<file path="config.mk">
export PLATFORM = sky130hd
export DESIGN_NAME = dual_echo_ranger
export DESIGN_NICKNAME = d
export VERILOG_FILES = /design/src/hdl/der_pkg.sv /design/src/hdl/dual_echo_ranger.sv /design/src/hdl/der_cfg.sv /design/src/hdl/der_core.sv
export VERILOG_INCLUDE_DIRS = /design/src /design/src/hdl
export SDC_FILE = /design/constraint.sdc
export NUM_CORES = 1
export LEC_CHECK = 0
export BUFFER_PORTS_ARGS = -buffer_cell sky130_fd_sc_hd__buf_2
export CORE_MARGIN = 3
export CORE_UTILIZATION = 55
export DETAILED_ROUTE_END_ITERATION = 7
export GPL_TIMING_DRIVEN = 0
export PLACE_DENSITY_LB_ADDON = 0.08
export SLEW_MARGIN = 15
export SYNTH_ARGS = -nofsm -noshare
export SYNTH_HDL_FRONTEND = slang
export SYNTH_SLANG_ARGS = --single-unit
</file>
<file path="constraint.sdc">
create_clock -name clk -period 4.9 [get_ports clk]
set_input_delay 0.245 -clock clk [delete_from_list [all_inputs] [get_ports clk]]
set_output_delay 0.245 -clock clk [all_outputs]
set_load 0.01 [all_outputs]
</file>
<file path="src/hdl/dual_echo_ranger_assert.svh">
// assertion macros for the ranger top level, sampled on clk and quiet during rst
`ifndef DUAL_ECHO_RANGER_ASSERT_SVH
`define DUAL_ECHO_RANGER_ASSERT_SVH

// consequent checked in the same cycle
`define DER_ASSERT_NOW(lbl, ante, cons) \
  lbl: assert property (@(posedge clk) disable iff (rst) (ante) |-> (cons)) \
    else $error("dual_echo_ranger check failed");

// consequent checked in the next cycle
`define DER_ASSERT_NEXT(lbl, ante, cons) \
  lbl: assert property (@(posedge clk) disable iff (rst) (ante) |=> (cons)) \
    else $error("dual_echo_ranger check failed");

`endif

</file>
<file path="src/hdl/der_pkg.sv">
package der_pkg;

  localparam int TIME_W    = 16;
  localparam int WIDTH_W   = 14;
  localparam int CFG_IDX_W = 2;
  localparam int CFG_DATA_W = 16;

  localparam logic [CFG_IDX_W-1:0] REG_TIMEOUT     = 2'd0;
  localparam logic [CFG_IDX_W-1:0] REG_WIDTH_LIMIT = 2'd1;

  localparam logic [TIME_W-1:0]  TIMEOUT_RESET     = 16'd500;
  localparam logic [WIDTH_W-1:0] WIDTH_LIMIT_RESET = 14'd10000;

  localparam logic ACT_POLL    = 1'b0;
  localparam logic ACT_CAPTURE = 1'b1;

  localparam logic SENSOR_RIGHT = 1'b0;
  localparam logic SENSOR_FRONT = 1'b1;

  // fresh_mask bit positions
  localparam int FRESH_FRONT = 0;
  localparam int FRESH_RIGHT = 1;

  typedef struct packed {
    logic              action;
    logic              sensor_id;
    logic [TIME_W-1:0] capture_value;
    logic [TIME_W-1:0] now_ms;
  } der_in_t;

  typedef struct packed {
    logic               trigger_fire;
    logic               trigger_sensor;
    logic               busy_res;
    logic               current_sensor;
    logic [WIDTH_W-1:0] front_width;
    logic [WIDTH_W-1:0] right_width;
    logic [1:0]         fresh_mask;
  } der_out_t;

  typedef struct packed {
    logic [TIME_W-1:0]  timeout_ms;
    logic [WIDTH_W-1:0] width_limit;
  } der_cfg_t;

endpackage

</file>
<file path="src/hdl/dual_echo_ranger.sv">
// channel  | dir | payload    | handshake
// ---------+-----+------------+---------------------------------
// in       | in  | der_in_t   | in_valid / in_stall
// out      | out | der_out_t  | out_valid / out_stall
// cfg      | in  | 16-bit reg | cfg_we, cfg_index (no wait)
//
// one beat per clock sustained while out_stall is low; a taken beat is held in the input register,
// then in the result register behind one pass of compare/subtract logic
// rst is synchronous: timeout_ms 500, width_limit 10000, all sensor state cleared
// out_stall holds the result register; the input register still takes one more beat
// in_stall rises only when both registers are full and the result is stalled
`include "dual_echo_ranger_assert.svh"

module dual_echo_ranger (
  input  logic                            clk,
  input  logic                            rst,
  input  logic                            in_valid,
  output logic                            in_stall,
  input  der_pkg::der_in_t                in_data,
  output logic                            out_valid,
  input  logic                            out_stall,
  output der_pkg::der_out_t               out_data,
  input  logic                            cfg_we,
  input  logic [der_pkg::CFG_IDX_W-1:0]   cfg_index,
  input  logic [der_pkg::CFG_DATA_W-1:0]  cfg_data
);

  der_pkg::der_cfg_t  cfg;
  der_pkg::der_out_t  result;
  der_pkg::der_in_t   s1_data;
  logic               s1_valid;
  logic               s1_go;

  der_cfg u_cfg (
    .clk       (clk),
    .rst       (rst),
    .cfg_we    (cfg_we),
    .cfg_index (cfg_index),
    .cfg_data  (cfg_data),
    .cfg       (cfg)
  );

  der_core u_core (
    .clk    (clk),
    .rst    (rst),
    .step   (s1_go),
    .item   (s1_data),
    .cfg    (cfg),
    .result (result)
  );

  // item in the input register moves on when the result register is free
  assign s1_go    = s1_valid && (!out_valid || !out_stall);
  assign in_stall = s1_valid && !s1_go;

  always_ff @(posedge clk) begin
    if (rst) begin
      s1_valid <= 1'b0;
    end else if (!in_stall) begin
      s1_valid <= in_valid;
    end
  end

  always_ff @(posedge clk) begin
    if (in_valid && !in_stall) begin
      s1_data <= in_data;
    end
  end

  always_ff @(posedge clk) begin
    if (rst) begin
      out_valid <= 1'b0;
    end else if (s1_go) begin
      out_valid <= 1'b1;
    end else if (!out_stall) begin
      out_valid <= 1'b0;
    end
  end

  always_ff @(posedge clk) begin
    if (s1_go) begin
      out_data <= result;
    end
  end

  `DER_ASSERT_NOW(a_fire_busy, out_valid && out_data.trigger_fire,
    out_data.busy_res && (out_data.trigger_sensor == out_data.current_sensor))
  `DER_ASSERT_NOW(a_full_stalls, s1_valid && out_valid && out_stall, in_stall)
  `DER_ASSERT_NEXT(a_fresh_sticky, out_valid && !out_stall,
    !out_valid || ((out_data.fresh_mask & $past(out_data.fresh_mask))
                   == $past(out_data.fresh_mask)))

endmodule

</file>
<file path="src/hdl/der_cfg.sv">
module der_cfg (
  input  logic                            clk,
  input  logic                            rst,
  input  logic                            cfg_we,
  input  logic [der_pkg::CFG_IDX_W-1:0]   cfg_index,
  input  logic [der_pkg::CFG_DATA_W-1:0]  cfg_data,
  output der_pkg::der_cfg_t               cfg
);

  always_ff @(posedge clk) begin
    if (rst) begin
      cfg.timeout_ms  <= der_pkg::TIMEOUT_RESET;
      cfg.width_limit <= der_pkg::WIDTH_LIMIT_RESET;
    end else if (cfg_we) begin
      unique case (cfg_index)
        der_pkg::REG_TIMEOUT:     cfg.timeout_ms  <= cfg_data[der_pkg::TIME_W-1:0];
        der_pkg::REG_WIDTH_LIMIT: cfg.width_limit <= cfg_data[der_pkg::WIDTH_W-1:0];
        default: ;
      endcase
    end
  end

endmodule

</file>
<file path="src/hdl/der_core.sv">
module der_core (
  input  logic                clk,
  input  logic                rst,
  input  logic                step,
  input  der_pkg::der_in_t    item,
  input  der_pkg::der_cfg_t   cfg,
  output der_pkg::der_out_t   result
);

  logic                           owner_sensor, owner_sensor_next;
  logic                           in_progress, in_progress_next;
  logic [1:0]                     edge_seen, edge_seen_next;
  logic [der_pkg::TIME_W-1:0]     rise_stamp [2];
  logic [der_pkg::TIME_W-1:0]     rise_stamp_next [2];
  logic [der_pkg::TIME_W-1:0]     start_time, start_time_next;
  logic [der_pkg::WIDTH_W-1:0]    front_store, front_store_next;
  logic [der_pkg::WIDTH_W-1:0]    right_store, right_store_next;
  logic [1:0]                     fresh_bits, fresh_bits_next;
  logic                           fire;
  logic [der_pkg::TIME_W-1:0]     elapsed;
  logic [der_pkg::TIME_W-1:0]     echo_w;

  always_comb begin
    owner_sensor_next  = owner_sensor;
    in_progress_next   = in_progress;
    edge_seen_next     = edge_seen;
    rise_stamp_next[0] = rise_stamp[0];
    rise_stamp_next[1] = rise_stamp[1];
    start_time_next    = start_time;
    front_store_next   = front_store;
    right_store_next   = right_store;
    fresh_bits_next    = fresh_bits;
    fire               = 1'b0;
    elapsed            = item.now_ms - start_time;
    echo_w             = item.capture_value - rise_stamp[item.sensor_id];

    if (item.action == der_pkg::ACT_POLL) begin
      if (!in_progress) begin
        owner_sensor_next = ~owner_sensor;
        in_progress_next  = 1'b1;
        start_time_next   = item.now_ms;
        fire              = 1'b1;
        // a fresh ping has zero elapsed time, so it never times out here
        elapsed           = '0;
      end
      if (elapsed > cfg.timeout_ms) begin
        in_progress_next = 1'b0;
        edge_seen_next   = 2'b00;
      end
    end else if (item.sensor_id == owner_sensor) begin
      if (!edge_seen[item.sensor_id]) begin
        rise_stamp_next[item.sensor_id] = item.capture_value;
        edge_seen_next[item.sensor_id]  = 1'b1;
      end else begin
        if (echo_w < {2'b00, cfg.width_limit}) begin
          if (item.sensor_id == der_pkg::SENSOR_FRONT) begin
            front_store_next                     = echo_w[der_pkg::WIDTH_W-1:0];
            fresh_bits_next[der_pkg::FRESH_FRONT] = 1'b1;
          end else begin
            right_store_next                     = echo_w[der_pkg::WIDTH_W-1:0];
            fresh_bits_next[der_pkg::FRESH_RIGHT] = 1'b1;
          end
        end
        edge_seen_next[item.sensor_id] = 1'b0;
        in_progress_next               = 1'b0;
      end
    end

    result.trigger_fire   = fire;
    result.trigger_sensor = fire & owner_sensor_next;
    result.busy_res       = in_progress_next;
    result.current_sensor = owner_sensor_next;
    result.front_width    = front_store_next;
    result.right_width    = right_store_next;
    result.fresh_mask     = fresh_bits_next;
  end

  always_ff @(posedge clk) begin
    if (rst) begin
      owner_sensor  <= 1'b0;
      in_progress   <= 1'b0;
      edge_seen     <= 2'b00;
      rise_stamp[0] <= '0;
      rise_stamp[1] <= '0;
      start_time    <= '0;
      front_store   <= '0;
      right_store   <= '0;
      fresh_bits    <= 2'b00;
    end else if (step) begin
      owner_sensor  <= owner_sensor_next;
      in_progress   <= in_progress_next;
      edge_seen     <= edge_seen_next;
      rise_stamp[0] <= rise_stamp_next[0];
      rise_stamp[1] <= rise_stamp_next[1];
      start_time    <= start_time_next;
      front_store   <= front_store_next;
      right_store   <= right_store_next;
      fresh_bits    <= fresh_bits_next;
    end
  end

endmodule
</file>
**After elaboration in Yosys (flattened, before gate mapping)**

Memories as Yosys holds them, arrays and structs flattened. A register that Yosys moved wholly into a read port is not among the register bits.
Cells that the tools add are included.

- $mul: 0
- Reductions and logical operators: 16
- $add $sub $neg: 2
- Bitwise gates (word level): 10
- Div/mod/pow operators: 0
- Magnitude comparators: 6
- Mux-type cells: 50
- Shift operators: 0
- Equality and inequality tests: 4

Operators with widths:

| operator | count |
|---|---|
| $mux W14 | 10 |
| $mux W32 | 3 |
| $mux W16 | 5 |
| $bwmux W32 | 1 |
| $sub A16 B16 Y16 | 2 |
| $mux W1 | 21 |
| $demux W16 S1 | 1 |
| $gt A16 B16 Y1 | 1 |
| $lt A16 B14 Y1 | 1 |
| $mux W2 | 8 |
| $reduce_and A3 Y1 | 2 |
| $logic_and A1 B1 Y1 | 5 |
| $logic_not A1 Y1 | 4 |
| $ne A2 B1 Y1 const B | 2 |
| $reduce_and A2 Y1 | 2 |
| $not A1 Y1 | 3 |
| $and A2 B2 Y2 | 1 |
| $eq A2 B1 Y1 const B | 1 |
| $ge A2 B2 Y1 const B | 1 |
| $logic_not A2 Y1 | 1 |
| $lt A1 B2 Y1 const B | 1 |
| $lt A2 B1 Y1 const B | 1 |
| $not A1 Y2 | 1 |
| $not A2 Y2 | 1 |
| other kinds (8) | 9 |

- Word-level logic and storage cells: 111
- RAM bits: 32
- Memories kept: 1
- Memory bits (read-only): 0
- Bits in registers: 150
- Latch bits: 0

Memories:

| memory | depth | width | rd ports | clocked after Yosys merged registers in | write ports | RTL line | text |
|---|---|---|---|---|---|---|---|
| u_core.rise_stamp | 2 | 16 | 3 | 1 | 2 | der_core.sv:13 | `logic [der_pkg::TIME_W-1:0] rise_stamp [2];` |

**Logic depth before layout (Yosys ltp)**

- Depth in word-level cells: 10
- Depth in mapped cells: 19
- Gate-level depth less buffers: 18

**Hierarchy**

From an unflattened synthesis, not the netlist that was laid out.

- Cells, all modules: 898
- Area total of the unflattened synthesis: 9675.5 µm²

By module, submodules not included:

| module | seq. area each (µm²) | cells an instance | area each (µm²) | instances |
|---|---|---|---|---|
| der_core | 1961.9 | 695 | 6278.5 | 1 |
| dual_echo_ranger | 2082.0 | 78 | 2128.3 | 1 |
| der_cfg | 600.6 | 125 | 1268.7 | 1 |

**Least setup slack after synthesis**

Ideal clock, no wire load.

- Path type: register -> register
- Start point: register (tool-made name)
- End point: register out_data[17] (netlist name) (data pin)
- Clock period less this slack: 4.530 ns
- Data arrival time: 4.270 ns
- Buffers on the path: 3
- Setup slack: 0.370 ns
- Cell stages (with the launch flop): 18
- Path through: dfxtp_1 -> buf_6 -> clkbuf_1 -> mux2i_1 -> ha_1 -> a211oi_2 -> o21bai_1 -> nor3_1 -> a21oi_1 -> xnor2_1 -> ha_1 -> nand4_1 -> or4_1 -> a31oi_1 -> a211oi_4 -> nand3_4 -> buf_6 -> mux2_4

RTL lines:

| item | RTL line | text |
|---|---|---|
| end signal, assigned | dual_echo_ranger.sv:82 | `out_data <= result;` |
| end, declared | dual_echo_ranger.sv:22 | `output der_pkg::der_out_t out_data,` |

==> flow_metrics.tcl <==
set metrics [dict create \
    viasPerCell 5.43 \
    cts.sinks 183 \
    synth_edf_count 100 \
    die_x_um 138 \
    io_pins 93 \
    crit_path_top_delay_cell "a211oi_4" \
    cts.reportedPaths.clkPinSlew_ns 0.07 \
    syn-instance-count 918 \
    drtIter0Drc 472 \
    fmaxAchievable_mhz 212 \
    dp_slack_ns -0.363 \
    num_vias 7048 \
    yosysWarningCount 0 \
    ys_top_cells_by_area "edfxtp_1 (31%), dfxtp_1 (17%), mux2i_1 (8.1%)" \
    placed_area_um2 10300 \
    grt_pass1_wl_um 34600 \
    multiInputGateArea_um2 4560 \
    cts_buffer_depth 2 \
    worst_slack_ns 0.173 \
    grt_start_max_net_pins 43 \
    port_buffers 91 \
    avgRoutedWirePerCell_um 16.5 \
    num-fill-cells 1369 \
    crit_buf_inv 3 \
    final_core_util_pct 67.5 \
    die_area_um2 19000 \
    skew_ns 0.00870 \
    first_pass_iters 5 \
    grt-ovfl-total 0 \
    ys.flop_type "edfxtp_1" \
    area_delta_synth_final_pct 18.4 \
    regArea_um2 4660 \
    period_needed_ns 4.73 \
    r2r_cells 18 \
    antennaDiodeCount 0 \
    design_area_um2 11400 \
    finalHoldViolations 0 \
    critical_path.endpoint_type "flip-flop" \
    total_power_w 0.00378 \
    ys_top_cells_by_count "nand2_1 (146), edfxtp_1 (100), dfxtp_1 (83), mux2i_1 (78)" \
    outcome "completed" \
    period_share_pct 96.5 \
    start_kind "flip-flop" \
    crit_required_ns 5.09 \
    start_util_pct 57.0 \
    syn-cell-area_um2 9580 \
    synth.most_common_cell "nand2_1" \
    path_class "flip-flop to flip-flop" \
    cts_max_level 4 \
    yosysTopAreaCell "edfxtp_1" \
    cts_root_buf "clkbuf_16" \
    synth_fp_nets 1036 \
    cts_buffers 17 \
    drive_gt1_share_pct 16.0 \
    hold_depth 2 \
    reg2reg_setup_slack_ns 0.17 \
    yosys.area.top_type_share_pct 31.3 \
    antenna_found_initial 0 \
    seq_area_frac_synth_pct 48.7 \
    power_density_nw_per_um2 333 \
    synthArstFlopShare_pct 0 \
    ant_nets 0 \
    cts_tree "done" \
    nets 1182 \
    worstHoldPathType "input port to flip-flop" \
    synth_seq_cells 183 \
    slew_violations 0 \
    synthDistinctLibCells 67 \
    worstPathMaxFanout 10 \
    p_leak_nw 4.86 \
    worst_slew_pin_slew_ns 1.01 \
    die_y_um 138 \
    relSlewSlack_pct 32.1 \
    path_delay_family "compound AO/OA/AOI/OAI gates" \
    setup_viol_count_final 0 \
    wl_um 21400 \
    core-area_um2 16800 \
    worstPathArrival_ns 4.92 \
    ir_worst_vdd_mv 0.294 \
    gp_congestion 0.835 \
    avgSynthCellArea_um2 10.4 \
    max_stage_delay_ns 0.35 \
    grt_pass1_vias 6764 \
    clock_latency_ns 0.44 \
    crit_chain "buf_6 -> clkbuf_4 -> mux2i_1 -> ha_1 -> o21a_1 -> o31a_1 -> o31ai_2 -> nor2b_1 -> xnor2_2 -> ha_1 -> a21o_1 -> a21o_1 -> a21oi_1 -> a31oi_2 -> a211oi_4 -> nand3_4 -> buf_6 -> mux2_4" \
    rows 47 \
    drc 0 \
    dp_hpwl_um 15500 \
    drv_cap 0 \
    track_usage_pct 22.3 \
    critical_path_depth 18 \
]
## power breakdown
part           switching (W)  internal [W]
clock               0.000646      0.000770
sequential         0.0000336       0.00168
combinational       0.000392      0.000259
total                0.00107       0.00271
## repair_timing
action,4_1_cts,5_1_grt
buffers inserted,1,0
setup endpoints to repair,54,52
hold buffers,34,0
cloned,0,0
gates resized for setup,3,7
hold endpoints to repair,34,0
pin swaps,1,0
## final timing paths
kind                                           from                                end
setup / recovery                          flip-flop              out_data[5]$_DFFE_PP_
hold / removal                             in_valid              s1_valid$_SDFFE_PP0N_
setup reg to reg                          flip-flop              out_data[5]$_DFFE_PP_
hold reg to reg   u_core.fresh_bits[1]$_SDFFE_PP0P_  u_core.fresh_bits[1]$_SDFFE_PP0P_
## state kept, by name, summed over array words and instances, names as in the netlist, named ones only
name,count
u_core.fresh_bits,2
u_core.rise_stamp,32
u_core.edge_seen,2
u_core.start_time,16
u_core.right_store,14
u_cfg.cfg,30
out_valid,1
u_core.front_store,14
s1_valid,1
s1_data,34
u_core.owner_sensor,1
out_data,34
u_core.in_progress,1
## cells by family after synthesis
| logic type | count (synthesis) | synth area share, % |
|---|---|---|
| simple gates | 289 | 14.1 |
| flops | 183 | 48.7 |
| compound gates | 160 | 10.8 |
| mux | 109 | 12.5 |
| buf+inv | 99 | 4.29 |
| fa+ha+maj | 61 | 8.12 |
| xor+xnor | 17 | 1.55 |
## cell type report
type	instances	area share [%]
Buffer	36	1.58
Tap cell	220	2.43
Clock buffer	19	4.09
Sequential cell	183	41.1
Clock inverter	13	1.28
Multi-Input combinational cell	636	40.2
Inverter	63	2.08
Timing Repair Buffer	127	7.25
## layout by cell type (no fill, tap or decap), types with 3 or more instances in the layout
cell           netlist  final
dfxtp_1             83     83
and2_1               8      8
nand3_1              8      8
buf_1                6      6
nor3b_1              3      3
and3b_1              3      3
nor2b_1             13     12
or3_1                8      8
nand2_1            146    145
or4_1                3      3
mux2_1              12     12
inv_6                0      4
a31oi_1              4      3
o211ai_1            19     19
nand4_1              5      5
a211o_1              3      3
nor3_1              11      9
ha_1                59     59
edfxtp_1           100    100
inv_1               60     60
and3_1               6      6
o21ai_1              6      6
o21a_1              12     12
buf_6                5      5
nor2_1              58     58
mux2_4              16     16
clkbuf_16            0     18
a21oi_1             60     59
dlygate4sd3_1        0     34
a21o_1              12     12
o21ai_0             19     19
inv_8                0      5
clkbuf_1            23     22
nand2b_1             6      6
xnor2_1             12     10
xor2_1               5      5
buf_2                2     93
mux2i_1             78     78
## per-stage QoR
stage | hold WS (ns) | cells | setup TNS [ns]
after floorplan | 0.344 | 918 | 0
final | 0.0389 | 1297 | 0
after global routing | 0.0330 | 1297 | -0.411
after CTS | 0.0305 | 1297 | 0
after detailed placement | 0.423 | 1230 | -10.77
after global placement | 0.421 | 1229 | -9.01
## per-layer routing
| layer | vias up | share of wire, % | global-route usage (%) |
|---|---|---|---|
| li1 | 3539 | - | - |
| met1 | 3325 | 50 | 32.4 |
| met2 | 163 | 45 | 34.6 |
| met3 | 21 | 4.5 | 4.18 |
| met4 | 0 | 1.2 | 5.93 |
| met5 | - | 0 | 0 |
Power figures use the tool's default switching activity.
